**src/design/htpb_pkg.sv**
```systemverilog
// Package for the Huffman tree path builder: command and result structs,
// stack control struct, mode and status codes. Depends on nothing.
`default_nettype none

package htpb_pkg;

  typedef struct packed {
    logic        mode;
    logic [31:0] freq;
    logic        last_word;
    logic [6:0]  word_sel;
  } htpb_cmd_t;

  typedef struct packed {
    logic       branch_bit;
    logic [5:0] inner_node;
    logic       last_step;
    logic       empty_path;
    logic [1:0] status;
  } htpb_result_t;

  typedef struct packed {
    logic push;
    logic pop;
  } htpb_stack_ctrl_t;

  localparam logic MODE_LOAD  = 1'b0;
  localparam logic MODE_QUERY = 1'b1;

  localparam logic [1:0] STATUS_OK       = 2'd0;
  localparam logic [1:0] STATUS_NO_TREE  = 2'd1;
  localparam logic [1:0] STATUS_TOO_MANY = 2'd2;

endpackage

`default_nettype wire

```
**src/design/htpb_path_stack.sv**
```systemverilog
// Last-in first-out buffer that holds the path entries of one query.
// Depends on htpb_pkg for the stack control struct.
`default_nettype none

module htpb_path_stack #(
  parameter int DW    = 8,
  parameter int DEPTH = 32
) (
  input  logic                      clk_i,
  input  logic                      rst_ni,
  input  htpb_pkg::htpb_stack_ctrl_t ctrl_i,
  input  logic [DW-1:0]             wdata_i,
  output logic [DW-1:0]             rdata_o,
  output logic                      empty_o
);
  import htpb_pkg::*;

  localparam int PW = (DEPTH > 1) ? $clog2(DEPTH) : 1;

  logic [DW-1:0] mem [DEPTH];
  logic [DW-1:0] rdata_q;
  logic [PW-1:0] ptr_q, ptr_d;

  always_comb begin
    ptr_d = ptr_q;
    if (ctrl_i.push) begin
      ptr_d = ptr_q + PW'(1);
    end else if (ctrl_i.pop) begin
      ptr_d = ptr_q - PW'(1);
    end
  end

  always_ff @(posedge clk_i or negedge rst_ni) begin
    if (!rst_ni) begin
      ptr_q <= '0;
    end else begin
      ptr_q <= ptr_d;
    end
  end

  always_ff @(posedge clk_i) begin
    if (ctrl_i.push) begin
      mem[ptr_q] <= wdata_i;
    end
    if (ctrl_i.pop) begin
      rdata_q <= mem[ptr_d];
    end
  end

  assign rdata_o = rdata_q;
  assign empty_o = (ptr_q == '0);

endmodule

`default_nettype wire

```
**src/design/huffman_tree_path_builder_unit.sv**
```systemverilog
// Top level of the Huffman tree path builder: sequencer, node memories and merge unit.
// Depends on htpb_pkg and htpb_path_stack.
//
// Usage: a command is transferred when start is high and busy is low. A load
// command stores one frequency; words arrive in descending frequency order and
// the command with last_word set closes the load. Closing the load produces one
// status result and, when the count is valid, builds the tree first.
// A query command returns the path from the root down to the given word, one
// result per internal node, with last_step set on the leaf end; a query that
// has no path returns a single result with empty_path set.
// Each result is shown for one cycle with result_strobe_o; there is no back
// pressure, so every strobe is a completed transfer.
// A load without last_word leaves busy low. The build uses one shared
// compare-and-add unit over two weight memory reads; each merge picks its two
// children in turn, each with a read in S_BRD and a pick in S_BPICK. A query passes
// through S_QRD and S_QPUSH once per tree level on the way up through the parent
// memory, and S_QPOP and S_QOUT once per result on the way down through the path stack.
// busy stays high for the whole build or query.
// Reset clears the word count and the tree flag; the memories are not cleared,
// and every entry is written before its value is used.
`default_nettype none

module huffman_tree_path_builder_unit #(
  parameter int MAX_WORDS = 32,
  parameter int FREQ_BITS = 32
) (
  input  logic                   clk_i,
  input  logic                   rst_ni,
  input  logic                   start,
  input  htpb_pkg::htpb_cmd_t    cmd_i,
  output logic                   busy,
  output logic                   result_strobe_o,
  output htpb_pkg::htpb_result_t result_o
);
  import htpb_pkg::*;

  localparam int NB = $clog2(2 * MAX_WORDS);
  localparam int CW = $clog2(MAX_WORDS + 2);
  localparam int WW = FREQ_BITS + $clog2(MAX_WORDS);
  localparam int LB = (FREQ_BITS < 32) ? FREQ_BITS : 32;
  localparam int XW = (CW > 7) ? CW : 7;
  localparam int DW = NB + 1;
  localparam int NODES = 2 * MAX_WORDS;

  localparam logic [2:0] S_IDLE  = 3'd0;
  localparam logic [2:0] S_BRD   = 3'd1;
  localparam logic [2:0] S_BPICK = 3'd2;
  localparam logic [2:0] S_QRD   = 3'd3;
  localparam logic [2:0] S_QPUSH = 3'd4;
  localparam logic [2:0] S_QPOP  = 3'd5;
  localparam logic [2:0] S_QOUT  = 3'd6;

  logic [2:0]    state_q, state_d;
  logic [CW-1:0] count_q, count_d;
  logic          ready_q, ready_d;
  logic          closed_q, closed_d;
  logic [NB-1:0] l_q, l_d, r_q, r_d, i_q, i_d, node_q, node_d;
  logic          phase_q, phase_d;
  logic [WW-1:0] acc_q, acc_d;
  htpb_result_t  res_q, res_d;
  logic          strobe_q, strobe_d;

  logic [WW-1:0] wt_mem [NODES];
  logic [DW-1:0] pl_mem [NODES];
  logic [WW-1:0] wl_q, wr_q;
  logic [DW-1:0] pl_q;

  logic          accept;
  logic [CW-1:0] cnt_base, cnt_new;
  logic [NB-1:0] root;
  logic          take_leaf;
  logic [NB-1:0] pick;
  logic [WW-1:0] pw;
  logic          bad_index;

  logic          wt_we;
  logic [NB-1:0] wt_wa;
  logic [WW-1:0] wt_wd;
  logic          pl_we;
  logic [NB-1:0] pl_wa;
  logic [DW-1:0] pl_wd;

  htpb_stack_ctrl_t stk_ctrl;
  logic [DW-1:0]    stk_rdata;
  logic             stk_empty;

  assign accept    = start && (state_q == S_IDLE);
  assign cnt_base  = closed_q ? '0 : count_q;
  assign cnt_new   = (cnt_base < CW'(MAX_WORDS)) ? (cnt_base + CW'(1)) : CW'(MAX_WORDS + 1);
  assign root      = NB'({count_q, 1'b0}) - NB'(1);
  assign take_leaf = (l_q != '0) && ((r_q >= i_q) || (wl_q < wr_q));
  assign pick      = take_leaf ? l_q : r_q;
  assign pw        = take_leaf ? wl_q : wr_q;
  assign bad_index = (cmd_i.word_sel == 7'd0) ||
                     (XW'(cmd_i.word_sel) > XW'(count_q));

  always_comb begin
    state_d  = state_q;
    count_d  = count_q;
    ready_d  = ready_q;
    closed_d = closed_q;
    l_d      = l_q;
    r_d      = r_q;
    i_d      = i_q;
    node_d   = node_q;
    phase_d  = phase_q;
    acc_d    = acc_q;
    res_d    = res_q;
    strobe_d = 1'b0;
    wt_we    = 1'b0;
    wt_wa    = i_q;
    wt_wd    = acc_q + pw;
    pl_we    = 1'b0;
    pl_wa    = pick;
    pl_wd    = {phase_q, i_q};
    stk_ctrl = '0;

    case (state_q)
      S_IDLE: begin
        if (accept && (cmd_i.mode == MODE_LOAD)) begin
          count_d  = cnt_new;
          ready_d  = 1'b0;
          closed_d = 1'b0;
          if (cnt_base < CW'(MAX_WORDS)) begin
            wt_we = 1'b1;
            wt_wa = NB'(cnt_new);
            wt_wd = WW'(cmd_i.freq[LB-1:0]);
          end
          if (cmd_i.last_word) begin
            closed_d        = 1'b1;
            res_d           = '0;
            res_d.last_step = 1'b1;
            if (cnt_new > CW'(MAX_WORDS)) begin
              res_d.status = STATUS_TOO_MANY;
              strobe_d     = 1'b1;
            end else if (cnt_new < CW'(2)) begin
              res_d.status = STATUS_NO_TREE;
              strobe_d     = 1'b1;
            end else begin
              l_d     = NB'(cnt_new);
              r_d     = NB'(cnt_new) + NB'(1);
              i_d     = NB'(cnt_new) + NB'(1);
              phase_d = 1'b0;
              state_d = S_BRD;
            end
          end
        end else if (accept) begin
          res_d            = '0;
          res_d.last_step  = 1'b1;
          res_d.empty_path = 1'b1;
          if (!ready_q) begin
            res_d.status = STATUS_NO_TREE;
            strobe_d     = 1'b1;
          end else if (bad_index) begin
            res_d.status = STATUS_OK;
            strobe_d     = 1'b1;
          end else begin
            node_d  = NB'(cmd_i.word_sel);
            state_d = S_QRD;
          end
        end
      end
      S_BRD: begin
        state_d = S_BPICK;
      end
      S_BPICK: begin
        pl_we = 1'b1;
        if (take_leaf) begin
          l_d = l_q - NB'(1);
        end else begin
          r_d = r_q + NB'(1);
        end
        if (!phase_q) begin
          acc_d   = pw;
          phase_d = 1'b1;
          state_d = S_BRD;
        end else begin
          wt_we   = 1'b1;
          phase_d = 1'b0;
          if (i_q == root) begin
            ready_d      = 1'b1;
            res_d        = '0;
            res_d.last_step = 1'b1;
            res_d.status = STATUS_OK;
            strobe_d     = 1'b1;
            state_d      = S_IDLE;
          end else begin
            i_d     = i_q + NB'(1);
            state_d = S_BRD;
          end
        end
      end
      S_QRD: begin
        state_d = S_QPUSH;
      end
      S_QPUSH: begin
        stk_ctrl.push = 1'b1;
        if (pl_q[NB-1:0] == root) begin
          state_d = S_QPOP;
        end else begin
          node_d  = pl_q[NB-1:0];
          state_d = S_QRD;
        end
      end
      S_QPOP: begin
        stk_ctrl.pop = 1'b1;
        state_d      = S_QOUT;
      end
      S_QOUT: begin
        res_d            = '0;
        res_d.branch_bit = stk_rdata[NB];
        res_d.inner_node = 6'(stk_rdata[NB-1:0] - NB'(count_q) - NB'(1));
        res_d.last_step  = stk_empty;
        res_d.status     = STATUS_OK;
        strobe_d         = 1'b1;
        state_d          = stk_empty ? S_IDLE : S_QPOP;
      end
      default: begin
        state_d = S_IDLE;
      end
    endcase
  end

  always_ff @(posedge clk_i or negedge rst_ni) begin
    if (!rst_ni) begin
      state_q  <= S_IDLE;
      count_q  <= '0;
      ready_q  <= 1'b0;
      closed_q <= 1'b0;
      strobe_q <= 1'b0;
    end else begin
      state_q  <= state_d;
      count_q  <= count_d;
      ready_q  <= ready_d;
      closed_q <= closed_d;
      strobe_q <= strobe_d;
    end
  end

  always_ff @(posedge clk_i) begin
    l_q     <= l_d;
    r_q     <= r_d;
    i_q     <= i_d;
    node_q  <= node_d;
    phase_q <= phase_d;
    acc_q   <= acc_d;
    res_q   <= res_d;
  end

  always_ff @(posedge clk_i) begin
    if (wt_we) begin
      wt_mem[wt_wa] <= wt_wd;
    end
    if (state_q == S_BRD) begin
      wl_q <= wt_mem[l_q];
      wr_q <= wt_mem[r_q];
    end
  end

  always_ff @(posedge clk_i) begin
    if (pl_we) begin
      pl_mem[pl_wa] <= pl_wd;
    end
    if (state_q == S_QRD) begin
      pl_q <= pl_mem[node_q];
    end
  end

  htpb_path_stack #(
    .DW    (DW),
    .DEPTH (MAX_WORDS)
  ) u_path_stack (
    .clk_i   (clk_i),
    .rst_ni  (rst_ni),
    .ctrl_i  (stk_ctrl),
    .wdata_i (pl_q),
    .rdata_o (stk_rdata),
    .empty_o (stk_empty)
  );

  assign busy            = (state_q != S_IDLE);
  assign result_strobe_o = strobe_q;
  assign result_o        = res_q;

endmodule

`default_nettype wire

```
**config.mk**
```make
export PLATFORM = sky130hd
export DESIGN_NAME = huffman_tree_path_builder_unit
export DESIGN_NICKNAME = d
export VERILOG_FILES = /design/src/design/htpb_pkg.sv /design/src/design/htpb_path_stack.sv /design/src/design/huffman_tree_path_builder_unit.sv
export SDC_FILE = /design/constraint.sdc
export NUM_CORES = 2
export LEC_CHECK = 0
export BUFFER_PORTS_ARGS = -buffer_cell sky130_fd_sc_hd__buf_2
export CAP_MARGIN = 30
export CELL_PAD_IN_SITES_DETAIL_PLACEMENT = 1
export CELL_PAD_IN_SITES_GLOBAL_PLACEMENT = 1
export CORE_ASPECT_RATIO = 0.5
export CORE_MARGIN = 2
export CORE_UTILIZATION = 51
export DETAILED_ROUTE_END_ITERATION = 6
export PLACE_DENSITY_LB_ADDON = 0.05
export SYNTH_ARGS = -nofsm -noshare
export SYNTH_HDL_FRONTEND = slang
export SYNTH_HIERARCHICAL = 1
export SYNTH_SLANG_ARGS = --single-unit
```
**constraint.sdc**
```tcl
create_clock -name clk_i -period 8.8 [get_ports clk_i]
set_input_delay 1.76 -clock clk_i [delete_from_list [all_inputs] [get_ports clk_i]]
set_output_delay 1.76 -clock clk_i [all_outputs]
set_load 0.02 [all_outputs]
```
Word level (Yosys, flattened, before mapping):

Memories as Yosys holds them, arrays and structs flattened. A register that Yosys moved wholly into a read port is not among the register bits.
Index checks and enable logic that the tools add are counted.

* flip-flop bits (word level): 90
* bits of input ports: 44
* RAM bits: 3040
* memories: 3

Memories
* wt_mem: depth 64, bits a word 37, rd ports 2, clocked after Yosys merged registers in 2, write ports 1, line huffman_tree_path_builder_unit.sv:63 `logic [WW-1:0] wt_mem [NODES];`
* pl_mem: depth 64, bits a word 7, rd ports 1, clocked after Yosys merged registers in 1, write ports 1, line huffman_tree_path_builder_unit.sv:64 `logic [DW-1:0] pl_mem [NODES];`
* u_path_stack.mem: depth 32, bits a word 7, rd ports 1, clocked after Yosys merged registers in 1, write ports 1, line htpb_path_stack.sv:20 `logic [DW-1:0] mem [DEPTH];`

* bitwise operators: 2
* equality and inequality tests: 28
* add/subtract/negate cells: 11
* order comparisons: 6
* reduce and logical (&&, ||, !) cells: 23
* muxes and demuxes: 88

Operators by type and width (count)
* 37-bit 2-to-1 mux: 4
* 6-bit 2-to-1 mux: 23
* 11-bit 2-to-1 mux: 5
* 6-bit case mux with 2 select lines: 4
* 37-bit adder: 1
* 37-bit less-than comparator: 1
* 1-bit 2-to-1 mux: 34
* 11-bit case mux with 3 select lines: 1
* 3-bit 2-to-1 mux: 9
* 2-bit != test, second input constant: 13
* 6-bit by 1-bit adder with 6-bit output, second input constant: 4
* 6-bit AND reduction: 4
* 3-bit case mux with 7 select lines: 1
* 6-bit by 1-bit subtractor with 6-bit output, second input constant: 3
* 6-bit == test: 2
* 5-bit 2-to-1 mux: 2
* 5-bit AND reduction: 2
* 3-bit == test, second input constant: 3
* 3-bit by 2-bit != test with 1-bit output, second input constant: 3
* 3-bit != test, second input constant: 3
* 7-bit by 6-bit greater-than comparator with 1-bit output: 1
* 7-bit zero test: 1
* 7-bit AND reduction: 1
* 3-bit by 2-bit == test with 1-bit output, second input constant: 2
* 22 further kinds: 31

Logic depth before layout (Yosys ltp):

* word-level depth: 9
* gate-level depth with buffers: 28

By module:

Netlist, hierarchy kept.

By module, submodules not included
* huffman_tree_path_builder_unit: cells an instance 6580, instances 1, area each 136229.4 µm²
* htpb_path_stack: cells an instance 680, instances 1, area each 9639.2 µm²

Worst setup path after synthesis:

No wires, ideal clock.

* kind: register -> register
* start point: register i_q[0]
* end point: memory wt_mem[0][32] in the netlist's numbering (data pin)
* slack: 90 ps
* data arrival time: 7988 ps
* period minus slack after synthesis: 8710 ps
* cell stages (with the launch flop): 24
* required time: 8079 ps
* cell sequence: edfxtp_1 ha_1 nand2b_1 a21o_1 a21o_1 a21oi_1 o21ai_1 o21ai_1 buf_4 buf_2 buf_4 mux2_2 ha_1 inv_1 fa_1 nor2b_4 o31a_1 o41a_1 o21ai_2 a21boi_2 a311oi_4 o31a_4 a21boi_2 a211oi_1

* word-level cells in the longest chain between the ends: 8

RTL lines
* start, declared: line huffman_tree_path_builder_unit.sv:57 `logic [NB-1:0] l_q, l_d, r_q, r_d, i_q, i_d, node_q, node_d;`
* start signal, assigned: line huffman_tree_path_builder_unit.sv:243 `i_q <= i_d;`
* 6-bit >= comparator *: line huffman_tree_path_builder_unit.sv:91 `assign take_leaf = (l_q != '0) && ((r_q >= i_q) || (wl_q < wr_q));`
* 1-bit logical OR *: line huffman_tree_path_builder_unit.sv:91
* 1-bit logical AND *: line huffman_tree_path_builder_unit.sv:91
* 37-bit 2-to-1 mux *: line huffman_tree_path_builder_unit.sv:93 `assign pw = take_leaf ? wl_q : wr_q;`
* named net pw[0]: line huffman_tree_path_builder_unit.sv:73 `logic [WW-1:0] pw;`
* 37-bit adder *: line huffman_tree_path_builder_unit.sv:112 `wt_wd = acc_q + pw;`
* 37-bit 2-to-1 mux: line huffman_tree_path_builder_unit.sv:124 `if (cnt_base < CW'(MAX_WORDS)) begin`
* 37-bit 2-to-1 mux: line huffman_tree_path_builder_unit.sv:120 `if (accept && (cmd_i.mode == MODE_LOAD)) begin`
* 37-bit 2-to-1 mux *: line huffman_tree_path_builder_unit.sv:118 `case (state_q)`
* named net wt_wd[32]: line huffman_tree_path_builder_unit.sv:78 `logic [WW-1:0] wt_wd;`
* end, declared: line huffman_tree_path_builder_unit.sv:63

Mark *: on every way through the listed nets, which the timed path passes. The rest lies on a longest branch.

Final worst setup path:

* start point: register wl_q[32] (read register of wt_mem)
* end point: memory wt_mem[53][36] in the netlist's numbering (data pin)

* word-level cells in the longest chain between the ends: 8

RTL lines
* start, declared: line huffman_tree_path_builder_unit.sv:65 `logic [WW-1:0] wl_q, wr_q;`
* 37-bit less-than comparator *: line huffman_tree_path_builder_unit.sv:91
* 1-bit logical OR *: line huffman_tree_path_builder_unit.sv:91
* 1-bit logical AND *: line huffman_tree_path_builder_unit.sv:91
* 37-bit 2-to-1 mux *: line huffman_tree_path_builder_unit.sv:93
* named net pw[0]: line huffman_tree_path_builder_unit.sv:73
* 37-bit adder *: line huffman_tree_path_builder_unit.sv:112
* 37-bit 2-to-1 mux: line huffman_tree_path_builder_unit.sv:124
* 37-bit 2-to-1 mux: line huffman_tree_path_builder_unit.sv:120
* 37-bit 2-to-1 mux *: line huffman_tree_path_builder_unit.sv:118
* named net wt_wd[36]: line huffman_tree_path_builder_unit.sv:78

Marked as above.

==> results.txt <==
- The first global-routing pass estimated 702000 µm of wire.
- Most frequent cell after synthesis: sky130_fd_sc_hd__edfxtp_1
- Of the available clock period, the critical path in the final layout requires 0.808.
- The cell sitting at the root of the clock tree is a sky130_fd_sc_hd__clkbuf_16.
* Number of buffers inserted by post-CTS setup repair: 0
- Run status: completed
- Min Clock Period, post-route: 7.11 ns
* Worst Tran Pin Value: 1.11 ns
- Worst setup slack after layout: 1.69 ns
* FP Rows: 138
- Wires add up to 510000 µm.
- In the synthesized netlist the async set-or-reset flop fraction comes to 0.00528.
- Of the synthesized area, sequential elements account for 0.662.
- Maximum clock insertion buffer count: 4
- Timing analysis after detailed placement gives a worst setup slack of 1.89 ns.
- Counting every net in the synthesized netlist gives 7407.
- At the worst endpoint, the required time is 9.39 ns.
* DP Wirelength: 299000 µm
- Quantity of gates resized following cts: 0
* Fin. max-slew vios: 0
- Setup repair after global routing left no endpoint under its margin.
- Number of input and output port buffers inserted: 56
- Once layout is complete, the utilization of the core stands at 0.572.
- Setup violations remaining at the end of the flow were counted as 0.
- Maximum clock frequency: 141 MHz
- Peak supply drop: 642 µV
* Critical R2R Capture: wt_mem[53][36]
- Across all layers, the routed design uses 84900 vias.
* H-Tree Level Count: 5
* Capture endpoint of the worst hold path: ready_q
- Between clock sinks in the finished design, the worst skew comes to 0.0570 ns.
- Leakage power total: 51.0 nW
* Total grt overflow: 0
* CTS hold repair buffers: 0
* Hold_sp: ready_q
* Cell with the biggest individual delay on the critical path: sky130_fd_sc_hd__o21ai_4
- Final hold violation count: 0
- Via/cell ratio: 7.43
- Cell area after synthesis: 146000 µm²
* Total clock sinks: 3218
- First-pass DRT Iterations: 5
* Signed area change from the synthesized netlist to the final layout: 11.2%
- Filler cell count: 23881
- Tightest slew margin relative to the limit: 0.258
- Share of post-route cells with drive strength above 1: 0.323
- Routability-driven placement finished with a final weighted congestion of 0.901.
- Across the whole layout, storage elements account for 96500 µm².
- The tool flagged a number of max-cap violations equal to 0.
- Counting instances, the worst hold path has a depth of 2.
* Antenna violations before repair: 46
* Cell family contributing the most delay on the critical path: compound AO/OA/AOI/OAI gates
- Data on the critical path arrives at its endpoint at 7.70 ns.
- PwrDens: 475 nW/µm²
- The number of global-route vias before repair is 85269.
- The worst hold path belongs to the class reg2reg.
- Of the post-synthesis cell area, the dominant cell type holds 0.659.
- STA classifies the critical path endpoint as a flop.
* Yosys top cell by area: sky130_fd_sc_hd__edfxtp_1
- Commonest cells in the synthesized netlist: 3201 x sky130_fd_sc_hd__edfxtp_1, 1490 x sky130_fd_sc_hd__mux4_2, 276 x sky130_fd_sc_hd__clkbuf_1
- In the synthesized netlist, the number of instances is 7260.
* EDFF count, synth: 3201
- After clock tree synthesis, the clock-pin slew on the worst setup and hold paths is 0.07 ns.
- R2R depth: 22
- The average instance in the mapped netlist occupies 20.1 µm².
- DIE WIDTH: 760 µm
- The synthesized netlist contains 88 unique library cells.
- Starting Density: 0.514
* Total GRT Usage: 0.350
* Area enclosed by the die boundary: 291000 µm²
- Setup slack on the worst reg-to-reg path comes out at 1.69 ns.
* Area taken by multi-input logic gates: 47700 µm²
* Hold WS: 0.562 ns
- After detailed routing, the number of remaining DRC violations is 0.
- Along the worst path, the maximum fanout reaches 64.
* Critical path cell sequence: ha_1 > nand4_1 > and4bb_1 > nand2_1 > nor4_1 > nor3_1 > o21ai_4 > mux2_2 > ha_1 > inv_1 > fa_1 > nor2b_4 > o31a_1 > o41a_1 > o21ai_2 > a21boi_2 > a311oi_4 > o31a_4 > a21boi_2 > o2111ai_2 > a21bo_1 > buf_4
- The worst register-to-register path begins at wl_q[32].
- Overall power consumption after layout is estimated at 77.1 mW.
- 57 I/O pins were placed.
* Predominant post-synthesis flop cell: sky130_fd_sc_hd__edfxtp_1
- Dividing the detail-routed wire length by the instance count gives 44.6 µm.
- After the last flow step, the layout net total stands at 7552.
* Yosys warnings: 6
- Entering global routing, the biggest net connects 102 pins.
- Clock tree synthesis inserted a total of 298 buffers.
* Number of synthesized register bits: 3218
* Synth top area cells: sky130_fd_sc_hd__edfxtp_1 66%, sky130_fd_sc_hd__mux4_2 23%, sky130_fd_sc_hd__mux2i_1 1.5%
- The first routing iteration left 13655 violations.
* Setup crit start kind: flop
- Core Footprint: 284000 µm²
* TritonCTS clock tree: yes
- For this run, the slowest stage of the critical path takes 0.71 ns.
- Final ANT Viol Nets: 0
- Number of buffer and inverter stages on the critical path: 2
* Setup CP Type: reg2reg
- Clock insertion delay at the later pin of the skew report: 0.92 ns
- Sum of negative setup slack: 0 ns
- The die is 382 µm tall.
==> layout make-up <==
type / instances / share of cell area
Clock buffer: 361 / 0.0489
Antenna cell: 16 / 0.000247
Clock inverter: 168 / 0.0102
Multi-Input combinational cell: 3443 / 0.294
Inverter: 78 / 0.00194
Tap cell: 3780 / 0.0292
Timing Repair Buffer: 366 / 0.0207
Sequential cell: 3218 / 0.595
==> layout by cell type, fill, tap and decap left out, drive strengths merged, types with 21 or more instances in the layout <==
master and n:
xnor2 40, inv 86, nand3 29, o21a 21, a21oi 168, nor2 252, o21ai 132, mux4 1490
bufinv 30, o22ai 73, a211oi 133, clkbuf 361, nand2 276, and3 60, ha 101, a31oi 44
mux2i 212, edfxtp 3201, clkinv 118, mux2 42, o221ai 81, a311oi 31, buf 366, nor3 29
xor2 30
==> worst max-delay path by stage <==
stage | startpoint | endpoint | slack, ns | cells after the start
2_1_floorplan | i_q[0] | wt_mem[0][32] | 0.09 | 23
3_3_place_gp | wl_q[32] | wt_mem[10][35] | 1.80 | 19
3_5_place_dp | r_q[1] | wr_q[13] | 1.89 | 9
4_1_cts | wl_q[32] | wt_mem[54][36] | 1.87 | 22
5_1_grt | wl_q[32] | wt_mem[53][36] | 1.40 | 20
6_report | wl_q[32] | wt_mem[53][36] | 1.69 | 22
==> sequential cells by signal (all words and copies together), names as in the netlist, 11 cells and up <==
name and flops:
result_o 11, wl_q 37, pl_mem 448, wt_mem 2368
u_path_stack/mem 224, wr_q 37, acc_q 37
==> worst reg2reg max path, delay by kind of cell (launching register included) <==
kind                     cells  cell delay (ns)
flip-flops                   1             0.40
AO/OA/AOI/OAI               10             2.91
buffers and inverters        2             0.58
AND/OR/NAND/NOR              6             1.48
adder cells (fa/ha/maj)      3             1.01
multiplexers                 1             0.35
==> power breakdown <==
part / switching [mW] / total, mW / internal, mW
Clock: 5.97 / 13.3 / 7.33
Sequential: 0.412 / 28.8 / 28.4
Combinational: 23.7 / 35.0 / 11.3
Total: 30.1 / 77.1 / 47.1
==> metrics by stage <==
stage,std cells,area (µm²)
CTS,11409,162000
floorplan,7260,146000
global placement,10859,152000
detailed placement,10880,153000
finish,11430,162000
global route,11422,162000
==> routing by layer <==
metal / track usage / part of all wire / vias to the layer above
li1: - / - / 31542
met3: 0.108 / 0.13 / 1002
met2: 0.511 / 0.44 / 5800
met1: 0.505 / 0.39 / 46516
met4: 0.118 / 0.039 / 40
met5: 0.00279 / 0.00071 / -
==> logic make-up after synthesis <==
group | count (synthesis) | synth area share
flip-flops | 3218 | 0.662
adder cells (fa/ha/maj) | 103 | 0.00894
multiplexers | 1744 | 0.248
buffers and inverters | 599 | 0.0179
AO/OA/AOI/OAI | 765 | 0.0354
XOR/XNOR | 70 | 0.00433
AND/OR/NAND/NOR | 761 | 0.0238
Note: power is estimated with default switching activity, not from simulation.
